===== src/rtl/core/mwlfo_pkg.sv =====
// ----------------------------------------------------------------------------
// mwlfo_pkg
// Shared widths, register indexes, reset values, sine table and the stage
// payload type for the morphing wavetable LFO.
// ----------------------------------------------------------------------------
`timescale 1ns / 1ps

package mwlfo_pkg;

    localparam int ADC_W    = 10;
    localparam int PERIOD_W = 10;
    localparam int COUNT_W  = 11;
    localparam int LEVEL_W  = 8;
    localparam int CFG_IDX_W  = 2;
    localparam int CFG_DATA_W = 10;

    localparam int TABLE_LEN = 128;
    localparam int IDX_W     = $clog2(TABLE_LEN);
    localparam int WAVE_HALF = TABLE_LEN / 2;
    localparam int WAVE_LAST = TABLE_LEN - 2;
    localparam int STEP      = 2;

    localparam int BLEND_W     = 9;
    localparam int BLEND_FULL  = 512;
    localparam int BLEND_ROUND = 256;
    localparam int MIX_W       = 18;

    localparam logic [PERIOD_W-1:0] SLOW_PERIOD_RST = PERIOD_W'(600);
    localparam logic [PERIOD_W-1:0] FAST_PERIOD_RST = PERIOD_W'(1);

    localparam logic [CFG_IDX_W-1:0] CFG_SLOW_PERIOD = CFG_IDX_W'(0);
    localparam logic [CFG_IDX_W-1:0] CFG_FAST_PERIOD = CFG_IDX_W'(1);

    localparam logic [LEVEL_W-1:0] SINE_ROM [TABLE_LEN] = '{
        8'd0,   8'd1,   8'd1,   8'd1,   8'd1,   8'd1,   8'd2,   8'd2,
        8'd3,   8'd4,   8'd4,   8'd5,   8'd6,   8'd7,   8'd8,   8'd9,
        8'd10,  8'd11,  8'd13,  8'd14,  8'd16,  8'd17,  8'd19,  8'd20,
        8'd22,  8'd24,  8'd26,  8'd27,  8'd29,  8'd31,  8'd34,  8'd36,
        8'd38,  8'd40,  8'd42,  8'd45,  8'd47,  8'd50,  8'd52,  8'd55,
        8'd57,  8'd60,  8'd62,  8'd65,  8'd68,  8'd71,  8'd73,  8'd76,
        8'd79,  8'd82,  8'd85,  8'd88,  8'd91,  8'd94,  8'd97,  8'd100,
        8'd103, 8'd106, 8'd109, 8'd112, 8'd116, 8'd119, 8'd122, 8'd125,
        8'd128, 8'd131, 8'd134, 8'd137, 8'd140, 8'd144, 8'd147, 8'd150,
        8'd153, 8'd156, 8'd159, 8'd162, 8'd165, 8'd168, 8'd171, 8'd174,
        8'd177, 8'd180, 8'd183, 8'd185, 8'd188, 8'd191, 8'd194, 8'd196,
        8'd199, 8'd201, 8'd204, 8'd206, 8'd209, 8'd211, 8'd214, 8'd216,
        8'd218, 8'd220, 8'd222, 8'd225, 8'd227, 8'd229, 8'd230, 8'd232,
        8'd234, 8'd236, 8'd237, 8'd239, 8'd240, 8'd242, 8'd243, 8'd245,
        8'd246, 8'd247, 8'd248, 8'd249, 8'd250, 8'd251, 8'd252, 8'd252,
        8'd253, 8'd254, 8'd254, 8'd255, 8'd255, 8'd255, 8'd255, 8'd255
    };

    typedef struct packed {
        logic [IDX_W-1:0] table_index;
        logic [ADC_W-1:0] shape_adc;
    } t_wave_item;

endpackage


===== src/rtl/core/mwlfo_tick.sv =====
// ----------------------------------------------------------------------------
// mwlfo_tick
// Tick stage: registers the incoming transaction, derives the tick period,
// runs the elapsed counter and the ping-pong table index, and hands fired
// steps to the blend stage.
// ----------------------------------------------------------------------------
`timescale 1ns / 1ps

module mwlfo_tick (
    input  logic                               i_clk,
    input  logic                               i_rst_n,
    input  logic                               i_valid,
    output logic                               o_stall,
    input  logic [mwlfo_pkg::ADC_W-1:0]        i_rate_adc,
    input  logic [mwlfo_pkg::ADC_W-1:0]        i_shape_adc,
    input  logic [mwlfo_pkg::PERIOD_W-1:0]     i_slow_period,
    input  logic [mwlfo_pkg::PERIOD_W-1:0]     i_fast_period,
    output logic                               o_fire_valid,
    input  logic                               i_fire_stall,
    output mwlfo_pkg::t_wave_item              o_item
);

    logic                              r_in_valid;
    logic [mwlfo_pkg::ADC_W-1:0]       r_rate_adc;
    logic [mwlfo_pkg::ADC_W-1:0]       r_shape_adc;
    logic [mwlfo_pkg::COUNT_W-1:0]     r_elapsed;
    logic [mwlfo_pkg::IDX_W-1:0]       r_table_index;
    logic                              r_rising;
    logic                              r_fire_valid;
    mwlfo_pkg::t_wave_item             r_item;

    logic [mwlfo_pkg::COUNT_W-1:0]     n_elapsed;
    logic [mwlfo_pkg::IDX_W-1:0]       n_table_index;
    logic                              n_rising;

    logic signed [mwlfo_pkg::PERIOD_W:0]       diff;
    logic signed [2*mwlfo_pkg::PERIOD_W+1:0]   prod;
    logic                                      trunc_adj;
    logic [mwlfo_pkg::PERIOD_W+1:0]            period_raw;
    logic [mwlfo_pkg::COUNT_W-1:0]             period;
    logic                                      fire;
    logic                                      fire_ready;
    logic                                      in_ready;
    logic                                      consume;

    always_comb begin
        diff = $signed({1'b0, i_fast_period}) - $signed({1'b0, i_slow_period});
        prod = $signed({1'b0, r_rate_adc}) * diff;
        trunc_adj = prod[2*mwlfo_pkg::PERIOD_W+1] && (prod[mwlfo_pkg::ADC_W-1:0] != '0);
        period_raw = {2'b00, i_slow_period}
                   + prod[2*mwlfo_pkg::PERIOD_W+1:mwlfo_pkg::ADC_W]
                   + {{(mwlfo_pkg::PERIOD_W+1){1'b0}}, trunc_adj};
        period = period_raw[mwlfo_pkg::PERIOD_W+1] ? '0
                                                   : period_raw[mwlfo_pkg::COUNT_W-1:0];
        n_elapsed = r_elapsed + mwlfo_pkg::COUNT_W'(1);
        fire = n_elapsed > period;
    end

    always_comb begin
        if (r_table_index >= mwlfo_pkg::IDX_W'(mwlfo_pkg::WAVE_LAST)) begin
            n_rising = 1'b0;
        end else if (r_table_index == '0) begin
            n_rising = 1'b1;
        end else begin
            n_rising = r_rising;
        end
        if (n_rising) begin
            n_table_index = r_table_index + mwlfo_pkg::IDX_W'(mwlfo_pkg::STEP);
        end else begin
            n_table_index = r_table_index - mwlfo_pkg::IDX_W'(mwlfo_pkg::STEP);
        end
    end

    assign fire_ready = !r_fire_valid || !i_fire_stall;
    assign in_ready   = !r_in_valid || fire_ready;
    assign consume    = r_in_valid && fire_ready;
    assign o_stall    = !in_ready;

    always_ff @(posedge i_clk) begin
        if (!i_rst_n) begin
            r_in_valid    <= 1'b0;
            r_elapsed     <= '0;
            r_table_index <= '0;
            r_rising      <= 1'b1;
            r_fire_valid  <= 1'b0;
        end else begin
            if (in_ready) begin
                r_in_valid <= i_valid;
            end
            if (consume) begin
                r_elapsed <= fire ? '0 : n_elapsed;
                if (fire) begin
                    r_table_index <= n_table_index;
                    r_rising      <= n_rising;
                end
            end
            if (fire_ready) begin
                r_fire_valid <= consume && fire;
            end
        end
    end

    always_ff @(posedge i_clk) begin
        if (i_valid && in_ready) begin
            r_rate_adc  <= i_rate_adc;
            r_shape_adc <= i_shape_adc;
        end
        if (consume && fire) begin
            r_item.table_index <= n_table_index;
            r_item.shape_adc   <= r_shape_adc;
        end
    end

    assign o_fire_valid = r_fire_valid;
    assign o_item       = r_item;

    a_index_even: assert property (@(posedge i_clk) disable iff (!i_rst_n)
        r_table_index[0] == 1'b0)
        else $error("table index left the even grid");

    a_elapsed_bound: assert property (@(posedge i_clk) disable iff (!i_rst_n)
        r_elapsed <= mwlfo_pkg::COUNT_W'(1024))
        else $error("elapsed count ran past the longest period");

    a_fire_source: assert property (@(posedge i_clk) disable iff (!i_rst_n)
        $rose(r_fire_valid) |-> $past(r_in_valid))
        else $error("step fired without a registered transaction");

endmodule


===== src/rtl/core/mwlfo_blend.sv =====
// ----------------------------------------------------------------------------
// mwlfo_blend
// Blend stage: looks up triangle, sine and square at the table position and
// crossfades the selected pair by the shape reading into the output register.
// ----------------------------------------------------------------------------
`timescale 1ns / 1ps

module mwlfo_blend (
    input  logic                           i_clk,
    input  logic                           i_rst_n,
    input  logic                           i_valid,
    output logic                           o_stall,
    input  mwlfo_pkg::t_wave_item          i_item,
    output logic                           o_valid,
    input  logic                           i_stall,
    output logic [mwlfo_pkg::LEVEL_W-1:0]  o_level
);

    logic                              r_valid;
    logic [mwlfo_pkg::LEVEL_W-1:0]     r_level;

    logic [mwlfo_pkg::IDX_W-1:0]       pos;
    logic [mwlfo_pkg::LEVEL_W-1:0]     sine;
    logic [mwlfo_pkg::LEVEL_W-1:0]     tri_wave;
    logic [mwlfo_pkg::LEVEL_W-1:0]     sq_wave;
    logic [mwlfo_pkg::LEVEL_W-1:0]     wave_a;
    logic [mwlfo_pkg::LEVEL_W-1:0]     wave_b;
    logic [mwlfo_pkg::BLEND_W-1:0]     weight;
    logic [mwlfo_pkg::BLEND_W:0]       weight_inv;
    logic [mwlfo_pkg::MIX_W-1:0]       mix;
    logic [mwlfo_pkg::LEVEL_W-1:0]     n_level;
    logic                              ready;

    always_comb begin
        pos      = i_item.table_index;
        sine     = mwlfo_pkg::SINE_ROM[pos];
        tri_wave = (pos <= mwlfo_pkg::IDX_W'(mwlfo_pkg::WAVE_HALF))
                 ? {pos, 1'b0}
                 : {pos, 1'b0} - mwlfo_pkg::LEVEL_W'(1);
        sq_wave  = (pos < mwlfo_pkg::IDX_W'(mwlfo_pkg::WAVE_HALF)) ? '0 : '1;
        weight   = i_item.shape_adc[mwlfo_pkg::BLEND_W-1:0];
        if (i_item.shape_adc[mwlfo_pkg::BLEND_W]) begin
            wave_a = sq_wave;
            wave_b = sine;
        end else begin
            wave_a = sine;
            wave_b = tri_wave;
        end
        weight_inv = (mwlfo_pkg::BLEND_W+1)'(mwlfo_pkg::BLEND_FULL) - {1'b0, weight};
        mix = mwlfo_pkg::MIX_W'(weight) * mwlfo_pkg::MIX_W'(wave_a)
            + mwlfo_pkg::MIX_W'(weight_inv) * mwlfo_pkg::MIX_W'(wave_b)
            + mwlfo_pkg::MIX_W'(mwlfo_pkg::BLEND_ROUND);
        n_level = mix[mwlfo_pkg::BLEND_W +: mwlfo_pkg::LEVEL_W];
    end

    assign ready   = !r_valid || !i_stall;
    assign o_stall = !ready;

    always_ff @(posedge i_clk) begin
        if (!i_rst_n) begin
            r_valid <= 1'b0;
        end else if (ready) begin
            r_valid <= i_valid;
        end
    end

    always_ff @(posedge i_clk) begin
        if (i_valid && ready) begin
            r_level <= n_level;
        end
    end

    assign o_valid = r_valid;
    assign o_level = r_level;

    a_out_source: assert property (@(posedge i_clk) disable iff (!i_rst_n)
        $rose(r_valid) |-> $past(i_valid))
        else $error("level appeared without a fired step");

endmodule


===== src/rtl/core/morphing_wavetable_lfo_unit.sv =====
// ----------------------------------------------------------------------------
// morphing_wavetable_lfo_unit
// Tremolo LFO: one transaction per millisecond tick, a level out each time the
// elapsed count passes the rate-dependent period.
// Path: a firing tick transaction is registered by the input, tick and blend
// stages in turn before o_valid rises; a stall can hold it in any of them.
// Throughput: one tick transaction per cycle unless stalled; three registered
// stages (input, tick, blend) each hold one, moving on when the next is free.
// Reset: synchronous, active low; period registers return to 600 and 1, the
// counter and table index clear, the index heads upward, all stages empty.
// ----------------------------------------------------------------------------
`timescale 1ns / 1ps

module morphing_wavetable_lfo_unit (
    input  logic                              i_clk,
    input  logic                              i_rst_n,
    input  logic                              i_valid,
    output logic                              o_stall,
    input  logic [mwlfo_pkg::ADC_W-1:0]       i_rate_adc,
    input  logic [mwlfo_pkg::ADC_W-1:0]       i_shape_adc,
    output logic                              o_valid,
    input  logic                              i_stall,
    output logic [mwlfo_pkg::LEVEL_W-1:0]     o_level,
    input  logic                              i_cfg_we,
    input  logic [mwlfo_pkg::CFG_IDX_W-1:0]   i_cfg_index,
    input  logic [mwlfo_pkg::CFG_DATA_W-1:0]  i_cfg_data
);

    logic [mwlfo_pkg::PERIOD_W-1:0]  r_slow_period;
    logic [mwlfo_pkg::PERIOD_W-1:0]  r_fast_period;

    logic                            fire_valid;
    logic                            fire_stall;
    mwlfo_pkg::t_wave_item           fire_item;

    always_ff @(posedge i_clk) begin
        if (!i_rst_n) begin
            r_slow_period <= mwlfo_pkg::SLOW_PERIOD_RST;
            r_fast_period <= mwlfo_pkg::FAST_PERIOD_RST;
        end else if (i_cfg_we) begin
            unique case (i_cfg_index)
                mwlfo_pkg::CFG_SLOW_PERIOD: begin
                    r_slow_period <= i_cfg_data[mwlfo_pkg::PERIOD_W-1:0];
                end
                mwlfo_pkg::CFG_FAST_PERIOD: begin
                    r_fast_period <= i_cfg_data[mwlfo_pkg::PERIOD_W-1:0];
                end
                default: begin
                end
            endcase
        end
    end

    mwlfo_tick u_tick (
        .i_clk         (i_clk),
        .i_rst_n       (i_rst_n),
        .i_valid       (i_valid),
        .o_stall       (o_stall),
        .i_rate_adc    (i_rate_adc),
        .i_shape_adc   (i_shape_adc),
        .i_slow_period (r_slow_period),
        .i_fast_period (r_fast_period),
        .o_fire_valid  (fire_valid),
        .i_fire_stall  (fire_stall),
        .o_item        (fire_item)
    );

    mwlfo_blend u_blend (
        .i_clk   (i_clk),
        .i_rst_n (i_rst_n),
        .i_valid (fire_valid),
        .o_stall (fire_stall),
        .i_item  (fire_item),
        .o_valid (o_valid),
        .i_stall (i_stall),
        .o_level (o_level)
    );

    a_stall_only_when_full: assert property (@(posedge i_clk) disable iff (!i_rst_n)
        o_stall |-> (o_valid && i_stall))
        else $error("input stalled while the output side was free");

endmodule

===== config.mk =====
export PLATFORM = sky130hd
export DESIGN_NAME = morphing_wavetable_lfo_unit
export DESIGN_NICKNAME = d
export VERILOG_FILES = /design/src/rtl/core/mwlfo_pkg.sv /design/src/rtl/core/mwlfo_tick.sv /design/src/rtl/core/mwlfo_blend.sv /design/src/rtl/core/morphing_wavetable_lfo_unit.sv
export SDC_FILE = /design/constraint.sdc
export NUM_CORES = 1
export LEC_CHECK = 0
export ABC_AREA = 1
export BUFFER_PORTS_ARGS = -buffer_cell sky130_fd_sc_hd__buf_2
export CELL_PAD_IN_SITES_DETAIL_PLACEMENT = 0
export CELL_PAD_IN_SITES_GLOBAL_PLACEMENT = 2
export CORE_MARGIN = 2
export CORE_UTILIZATION = 40
export DETAILED_ROUTE_END_ITERATION = 6
export PLACE_DENSITY = 0.86
export SLEW_MARGIN = 40
export SYNTH_ARGS = -nofsm -noshare
export SYNTH_HDL_FRONTEND = slang
export SYNTH_SLANG_ARGS = --single-unit

===== constraint.sdc =====
create_clock -name i_clk -period 11.2 [get_ports i_clk]
set_input_delay 1.12 -clock i_clk [delete_from_list [all_inputs] [get_ports i_clk]]
set_output_delay 1.12 -clock i_clk [all_outputs]
set_load 0.05 [all_outputs]

==> flow_summary.json, run 1 <==
{
  "setup.worst_path.class": "reg2reg",
  "dr.pass1.iters": 4,
  "start_util_pct": 40.5,
  "rsz0062_at_grt": "false",
  "cts_tree": "yes",
  "num_antenna_cells": 0,
  "synthCells": 1814,
  "die_w_um": 194,
  "hold_violations": 0,
  "grt_max_degree": 27,
  "max-cap-violations": 0,
  "fin_tns_setup_ns": 0,
  "ys_seq_elements": 85,
  "drt_wl_total_um": 37100,
  "finalSetupViolCount": 0,
  "route.detailed.drc": 0,
  "nFillCells": 3662,
  "placementRows": 69,
  "area_growth_pct": 6.50,
  "drt-initial-drc-count": 510,
  "cpMostUsedCell": "nand2_1",
  "slowest_delay_ns": 0.62,
  "clk_pin_slew_ns": 0.07,
  "period_needed_ns": 10.17,
  "port_buffers": 46,
  "tightest_slew_ns": 0.742,
  "period_share_pct": 90.8,
  "grt.overflow.total": 0,
  "hpwl_um": 31200,
  "clkLatencyLatePin_ns": 0.38,
  "seq_area_frac_synth_pct": 14.9,
  "status": "completed",
  "yosys_warnings": 0,
  "ctsHoldBuffers": 0,
  "htree_levels": 3,
  "syn-cell-area_sq_um": 14400,
  "drtAntennaViolNets": 0,
  "clock_sinks": 85,
  "dieArea_sq_um": 37500,
  "cts_buffers": 9,
  "drt-wirelength-per-cell_um": 16.1,
  "root_buffer": "clkbuf_16",
  "cts.path.max_buffers": 2,
  "skew_ns": 0.0171,
  "gp_congestion": 0.855,
  "cp_max_fo": 16,
  "start_kind": "register",
  "nets": 2251,
  "grt_pass1_wl_um": 61800,
  "die_y_um": 194,
  "multi_input_area_sq_um": 10500,
  "grt_usage_pct": 20.7,
  "syn_area_per_cell_sq_um": 7.92,
  "min_path_type": "reg2reg",
  "drive_gt1_share_pct": 6.28,
  "hold_ws_ns": 0.429,
  "end_kind": "register",
  "slew_viol_final": 0,
  "slew_headroom_pct": 50.3,
  "core_area_sq_um": 35500,
  "num_vias": 11490,
  "arrival_ns": 10.22,
  "ios": 47,
  "routed_via_density": 4.98,
  "ys_types": 57,
  "worst_ep_required_time_ns": 11.26,
  "slowest_stage": "xor2_1",
  "regArea_sq_um": 2140,
  "grt_pass1_vias": 11989,
  "syn-num-nets": 2224,
  "antenna_found_initial": 0,
  "fmax_mhz": 98.4
}
## per-stage QoR
stage | utilization [%] | worst slack (ns) | instance area [sq um] | instances
after floorplan | - | 2.30 | 14400 | 1814
after global placement | 42.3 | 1.02 | 15000 | 2290
after detailed placement | 42.3 | 0.792 | 15000 | 2290
after CTS | 43.1 | 0.771 | 15300 | 2306
after global routing | 43.1 | 0.0755 | 15300 | 2307
final | 43.1 | 1.03 | 15300 | 2307
## state kept, by name, summed over array words and instances (netlist names)
signal                flops
u_tick.r_shape_adc       10
r_slow_period            10
u_blend.o_level           8
u_tick.r_table_index      6
r_fast_period            10
u_tick.r_in_valid         1
u_tick.o_item            16
u_tick.r_rising           1
u_tick.r_elapsed         11
u_blend.o_valid           1
u_tick.r_rate_adc        10
u_tick.o_fire_valid       1
## cells by family (layout without fill, tap and decap cells)
family | after synthesis | count (layout) | share of synthesized area, %
compound gates | 205 | 205 | 8.59
xor+xnor | 47 | 47 | 2.96
fa+ha+maj | 373 | 373 | 42.5
buf+inv | 441 | 473 | 12.0
flops | 85 | 85 | 14.9
simple gates | 663 | 663 | 19.1
## cell usage after synthesis, drive strengths merged
cell     number  area, sq um
inv         404         1520
nand2       339         1290
nor2        216          831
fa          191         3820
ha          182         2280
a21oi        93          492
o21ai        65          352
nand3        57          295
edfxtp       44         1320
dfxtp        41          821
xor2         37          324
buf          18          135
clkbuf       17         63.8
nand4        14         87.6
nor3         14         80.1
o211ai        9         72.6
or2           9         56.3
xnor2         9         78.8
nand3b        6         48.8
nor4          6         37.5
o21bai        6         56.3
o31ai         6         45.0
a31oi         5         46.3
o221ai        5         43.8
o2111ai       4         35.0
a211oi        3         22.5
a21o          2         15.0
clkinv        2         7.51
o22ai         2         12.5
a21boi        1         7.51
a221oi        1         8.76
and3          1         6.26
nand2b        1         6.26
o21a          1         7.51
o32ai         1         8.76
o41ai         1         8.76
xnor3         1         22.5
## placed cells by master, fill, tap and decap left out, drive strengths merged, types with 10 or more instances in the layout
cell type / synthesis / final
inv: 404 / 406
ha: 182 / 182
edfxtp: 44 / 44
dfxtp: 41 / 41
nor3: 14 / 14
xor2: 37 / 37
nor2: 216 / 216
nand4: 14 / 14
nand3: 57 / 57
a21oi: 93 / 93
clkbuf: 17 / 10
o21ai: 65 / 65
nand2: 339 / 339
fa: 191 / 191
buf: 18 / 51
## timing repair
| item | in CTS | in global routing |
|---|---|---|
| buffers inserted | 0 | 1 |
| gates resized for setup | 0 | 1 |
| endpoints found under the setup margin | 0 | 16 |
## critical path: cells and delay by family (launching register included)
kind / cells / cell delay [ns]
adder cells (fa/ha/maj): 10 / 4.11
XOR/XNOR: 2 / 0.79
buffers and inverters: 7 / 0.95
AND/OR/NAND/NOR: 21 / 2.45
AO/OA/AOI/OAI: 7 / 1.28
flip-flops: 1 / 0.30
## cell type report
class                   count  share of cell area [%]
multi-input cells        1288                    68.7
clock buffers              10                    1.50
inverters                 406                    10.0
flip-flops and latches     85                    14.0
clock inverters             6                   0.303
repair buffers             51                    1.75
well taps                 461                    3.77
## metal layers
layer,track usage (%),up-vias,share of wire (%)
li1,-,5685,-
met1,25.8,5573,43
met2,37.6,194,51
met3,1.55,38,2.6
met4,7.07,0,2.9
met5,0,-,0
## worst paths after layout
| kind | endpoint | slack (ns) | start | cells past startpoint |
|---|---|---|---|---|
| max | u_tick.o_item[6]$_DFFE_PP_ | 1.03 | r_fast_period[0]$_SDFFE_PN1P_ | 47 |
| min reg2reg | u_tick.o_item[7]$_DFFE_PP_ | 0.43 | u_tick.r_shape_adc[7]$_DFFE_PP_ | 0 |
| min | u_tick.o_item[7]$_DFFE_PP_ | 0.43 | u_tick.r_shape_adc[7]$_DFFE_PP_ | 0 |
| max reg2reg | u_tick.o_item[6]$_DFFE_PP_ | 1.03 | r_fast_period[0]$_SDFFE_PN1P_ | 47 |
Power of run 1 is left out: the tool's default activity adds up to more than one toggle a clock period on the data nets, which glitch-free logic cannot reach.
==> run 2: changes to the inputs <==
Settings changed: BUFFER_PORTS_ARGS -buffer_cell sky130_fd_sc_hd__buf_2 to unset, CORE_UTILIZATION 40 to 41, DONT_BUFFER_PORTS set to 1, GPL_ROUTABILITY_DRIVEN set to 0.
==> run 2 against run 1 <==
Effect of this change:
- die area down 2.4%
- highest routed layer is now met5
- utilization grew 0.66 points
- register-to-register slack improved by 0.02 ns
- worst hold slack got worse by 0.0082 ns
- non-clock buffer count decreased by 46
- critical path depth unchanged
- final area shrank 1.2%
- routed wire length decreased by 1.6%
==> flow_summary.json, run 2 (same netlist as run 1, synthesis figures left out) <==
{
  "status": "completed",
  "cpMostUsedCell": "nand2_1",
  "htree_levels": 3,
  "slew_headroom_pct": 50.7,
  "arrival_ns": 10.18,
  "fmax_mhz": 98.6,
  "area_growth_pct": 5.27,
  "fin_tns_setup_ns": 0,
  "drt-wirelength-per-cell_um": 16.2,
  "period_share_pct": 90.5,
  "hpwl_um": 31400,
  "core_area_sq_um": 34500,
  "ctsHoldBuffers": 0,
  "max-cap-violations": 0,
  "cts.path.max_buffers": 2,
  "grt.overflow.total": 0,
  "period_needed_ns": 10.14,
  "rsz0062_at_grt": "false",
  "cts_buffers": 9,
  "die_y_um": 191,
  "worst_ep_required_time_ns": 11.24,
  "clock_sinks": 85,
  "hold_violations": 0,
  "clkLatencyLatePin_ns": 0.36,
  "regArea_sq_um": 2140,
  "finalSetupViolCount": 0,
  "antenna_found_initial": 1,
  "drt_wl_total_um": 36500,
  "route.detailed.drc": 0,
  "reg2reg_slack_ns": 1.06,
  "final_cell_mix": "393 x inv_1, 331 x nand2_1, 209 x nor2_1",
  "ios": 47,
  "num_antenna_cells": 0,
  "mostFrequentLayoutCell": "inv_1",
  "die_w_um": 191,
  "placementRows": 68,
  "slew_viol_final": 0,
  "multi_input_area_sq_um": 10500,
  "slowest_stage": "xor2_1",
  "skew_ns": 0.0149,
  "cts_tree": "yes",
  "start_util_pct": 41.6,
  "largest_reg_flops": 16,
  "dieArea_sq_um": 36600,
  "root_buffer": "clkbuf_16",
  "grt_usage_pct": 21.6,
  "grt_pass1_vias": 11858,
  "tightest_slew_ns": 0.736,
  "nFillCells": 3609,
  "num_vias": 11289,
  "drive_gt1_share_pct": 3.94,
  "clk_pin_slew_ns": 0.07,
  "routed_via_density": 5.01,
  "setup.worst_path.class": "reg2reg",
  "grt_pass1_wl_um": 61300,
  "drtAntennaViolNets": 0,
  "dr.pass1.iters": 5,
  "nets": 2205,
  "drt-initial-drc-count": 567,
  "min_path_type": "reg2reg",
  "cp_max_fo": 16,
  "port_buffers": 0,
  "slowest_delay_ns": 0.61,
  "grt_max_degree": 27,
  "start_kind": "register",
  "end_kind": "register"
}
==> run 2: timing repair <==
action	4_1_cts	5_1_grt
endpoints found under the hold margin	0	0
resized for setup	0	1
buffers inserted	0	1
endpoints found under the setup margin	0	16
==> run 2: cell type report <==
type,instances,share of cell area [%]
Multi-Input combinational cell,1288,69.5
Sequential cell,85,14.2
Inverter,406,10.1
Tap cell,455,3.76
Clock buffer,12,1.84
Clock inverter,4,0.372
Timing Repair Buffer,5,0.248
==> run 2: critical path, delay by kind of cell, from the launching register on <==
kind	cells	cell delay, ns
fa+ha+maj	10	4.10
buf+inv	7	0.91
flops	1	0.30
xor+xnor	2	0.79
simple gates	21	2.38
compound gates	7	1.29
==> run 2: worst paths after layout <==
| path | startpoint | end | cells after the start |
|---|---|---|---|
| max | r_fast_period[0]$_SDFFE_PN1P_ | u_tick.o_item[1]$_DFFE_PP_ | 47 |
| min | u_tick.r_shape_adc[3]$_DFFE_PP_ | u_tick.o_item[3]$_DFFE_PP_ | 0 |
| min reg2reg | u_tick.r_shape_adc[3]$_DFFE_PP_ | u_tick.o_item[3]$_DFFE_PP_ | 0 |
| max reg2reg | r_fast_period[0]$_SDFFE_PN1P_ | u_tick.o_item[1]$_DFFE_PP_ | 47 |
==> run 2: metal layers <==
metal,track usage [%],wire length [um],part of all wire (%),vias to the layer above
met3,1.65,978,2.7,42
met4,7.49,1110,3.0,2
met2,39.2,18900,52,176
met1,26.7,15600,43,5481
li1,-,-,-,5588
met5,0,16,0.044,-
==> run 2: metrics by stage <==
step / cells / utilization [%] / worst slack [ns] / hold WS [ns] / cell area [sq um]
detailed placement: 2238 / 42.8 / 0.847 / 0.411 / 14800
global placement: 2238 / 42.8 / 0.969 / 0.406 / 14800
finish: 2255 / 43.8 / 1.06 / 0.421 / 15100
floorplan: 1814 / - / 2.30 / 0.400 / 14400
global route: 2255 / 43.8 / 0.192 / 0.435 / 15100
CTS: 2254 / 43.7 / 0.802 / 0.425 / 15100
Power of run 2 is left out for the same reason.
==> run 3: changes to the inputs <==
Settings changed: CORE_UTILIZATION 41 to 40, PLACE_DENSITY 0.86 to 0.85, SYNTH_HIERARCHICAL set to 1.
==> run 3 against run 2 <==
Effect of this change:
- die area increased by 9.5%
- maximum frequency increased by 4.5%
- via count increased by 9.6%
- sequential cell count unchanged
- worst setup slack improved by 0.44 ns
- final cell count increased by 12%
- critical path depth decreased by 4
- sequential share of layout area decreased by 0.84 points
- area after synthesis increased by 7.1%
- clock skew increased by 0.0033 ns
- utilization decreased by 1.2 points
==> flow_summary.json, run 3 <==
{
  "status": "completed",
  "cts_buffers": 9,
  "cp.depth": 43,
  "core_area_sq_um": 37800,
  "busiest_layer": "met2",
  "tightest_slew_ns": 0.782,
  "start_util_pct": 40.7,
  "seq_area_frac_synth_pct": 13.9,
  "ys_types": 56,
  "r2r_cells": 43,
  "fmax_mhz": 103,
  "period_share_pct": 86.6,
  "critPathBufInv": 7,
  "cts_resized": 0,
  "synthCells": 2041,
  "grt_usage_pct": 21.0,
  "slowest_stage": "inv_1",
  "grt.overflow.total": 0,
  "drive_gt1_share_pct": 5.00,
  "num_vias": 12373,
  "yosys_warnings": 6,
  "syn-cell-area_sq_um": 15400,
  "synth_edf_count": 44,
  "clock_sinks": 85,
  "die_w_um": 200,
  "synthTopCellsByArea": "fa_1 25%, ha_1 15%, inv_1 12%",
  "cts.path.max_buffers": 2,
  "drt-wirelength-per-cell_um": 15.9,
  "dieArea_sq_um": 40000,
  "met2_usage_pct": 38.0,
  "clkLatencyLatePin_ns": 0.38,
  "start_kind": "register",
  "cts_post_setup_buffers_inserted": 0,
  "dr.pass1.iters": 5,
  "drt-initial-drc-count": 678,
  "fin_tns_setup_ns": 0,
  "final_cell_mix": "479 x inv_1, 422 x nand2_1, 212 x nor2_1",
  "final_cells": 2531,
  "finalSetupViolCount": 0,
  "htree_levels": 3,
  "die_y_um": 200,
  "reg2reg_slack_ns": 1.50,
  "design_area_sq_um": 16100,
  "grt_pass1_wl_um": 67300,
  "end_kind": "register",
  "timing.rr.start": "r_slow_period[0]$_SDFFE_PN0P_",
  "min_path_type": "reg2reg",
  "syn_area_per_cell_sq_um": 7.54,
  "slew_headroom_pct": 47.8,
  "mostFrequentLayoutCell": "inv_1",
  "use_met1_pct": 25.8,
  "cts_tree": "yes",
  "rsz0062_at_grt": "false",
  "synthTopCellsByCount": "480 x inv_1, 422 x nand2_1, 215 x nor2_1",
  "drt_wl_total_um": 40200,
  "routed_via_density": 4.89,
  "route.detailed.drc": 0,
  "root_buffer": "clkbuf_16",
  "clk_pin_slew_ns": 0.07,
  "dpl_cell_area_sq_um": 15800,
  "synthFlopType": "edfxtp_1",
  "ios": 47,
  "hpwl_um": 33800,
  "ctsHoldBuffers": 0,
  "arrival_ns": 9.70,
  "worst_ep_required_time_ns": 11.20,
  "grt_pass1_vias": 13002,
  "crit_end": "u_tick/o_item[3]$_DFFE_PP_",
  "port_buffers": 0,
  "slew_viol_final": 0,
  "period_needed_ns": 9.70,
  "hold_violations": 0,
  "ys_seq_elements": 85,
  "setup.worst_path.class": "reg2reg",
  "synth_top_area_share_pct": 24.9,
  "place_inst": 2514,
  "grt_max_degree": 36,
  "synth.most_common_cell": "inv_1",
  "slowest_delay_ns": 0.73,
  "nets": 2426,
  "worstReg2RegEnd": "u_tick/o_item[3]$_DFFE_PP_",
  "synth_largest_area_cell": "fa_1",
  "cp_top_family": "adder cells",
  "drtAntennaViolNets": 0,
  "cp_max_fo": 19,
  "largest_reg_flops": 16,
  "placementRows": 71,
  "grt_use_met3_pct": 3.34,
  "cp-startpoint": "r_slow_period[0]$_SDFFE_PN0P_",
  "skew_ns": 0.0182,
  "async_reset_ff_share_pct": 0,
  "cpMostUsedCell": "nand2_1",
  "antenna_found_initial": 3,
  "syn-num-nets": 2453,
  "area_growth_pct": 4.51,
  "max-cap-violations": 0
}
==> run 3: changes by cell type after synthesis, sizes merged, moves of 6 or more <==
cell / change
inv: +87
nand2: +104
nand4: -6
nor3: +7
o21ai: -20
xnor2: +10
buf: +7
nand3: +42
nor2: +9
a31oi: +7
==> run 3: layout make-up <==
| cell class | instances | area (sq um) |
|---|---|---|
| Fill cell | 3914 | 21700 |
| Multi-Input combinational cell | 1422 | 11100 |
| Sequential cell | 85 | 2140 |
| Inverter | 493 | 1860 |
| Tap cell | 511 | 639 |
| Clock buffer | 10 | 229 |
| Clock inverter | 6 | 46.3 |
| Timing Repair Buffer | 3 | 26.3 |
| Antenna cell | 1 | 2.50 |
==> run 3: worst min path at each step <==
stage | from | to | slack [ns] | depth (start not counted)
floorplan | u_tick/r_shape_adc[0]$_DFFE_PP_ | u_tick/o_item[0]$_DFFE_PP_ | 0.40 | 0
global placement | u_tick/r_shape_adc[5]$_DFFE_PP_ | u_tick/o_item[5]$_DFFE_PP_ | 0.40 | 0
detailed placement | u_tick/r_shape_adc[5]$_DFFE_PP_ | u_tick/o_item[5]$_DFFE_PP_ | 0.41 | 0
CTS | u_tick/r_shape_adc[5]$_DFFE_PP_ | u_tick/o_item[5]$_DFFE_PP_ | 0.43 | 0
global route | u_tick/r_shape_adc[0]$_DFFE_PP_ | u_tick/o_item[0]$_DFFE_PP_ | 0.44 | 0
finish | u_tick/r_shape_adc[5]$_DFFE_PP_ | u_tick/o_item[5]$_DFFE_PP_ | 0.43 | 0
==> run 3: logic make-up after synthesis <==
kind of cell             count (synthesis)  synth area share [%]
XOR/XNOR                                51                  3.00
AO/OA/AOI/OAI                          182                  6.99
other                                    1                0.0244
flip-flops                              85                  13.9
buffers and inverters                  534                  13.8
AND/OR/NAND/NOR                        813                  22.5
adder cells (fa/ha/maj)                375                  39.8
==> run 3: layer usage <==
layer / vias up / part of all wire (%)
met5: - / 0.072
met4: 4 / 2.2
met3: 43 / 4.4
met2: 220 / 50
met1: 5940 / 43
li1: 6166 / -
==> run 3: through the flow <==
| step | worst slack [ns] | util (%) | hold slack, ns |
|---|---|---|---|
| floorplan | 2.84 | - | 0.400 |
| global placement | 1.60 | 41.8 | 0.405 |
| detailed placement | 1.50 | 41.8 | 0.412 |
| CTS | 1.48 | 42.6 | 0.426 |
| global route | 0.731 | 42.6 | 0.444 |
| finish | 1.50 | 42.6 | 0.426 |
Power of run 3 is left out for the same reason.
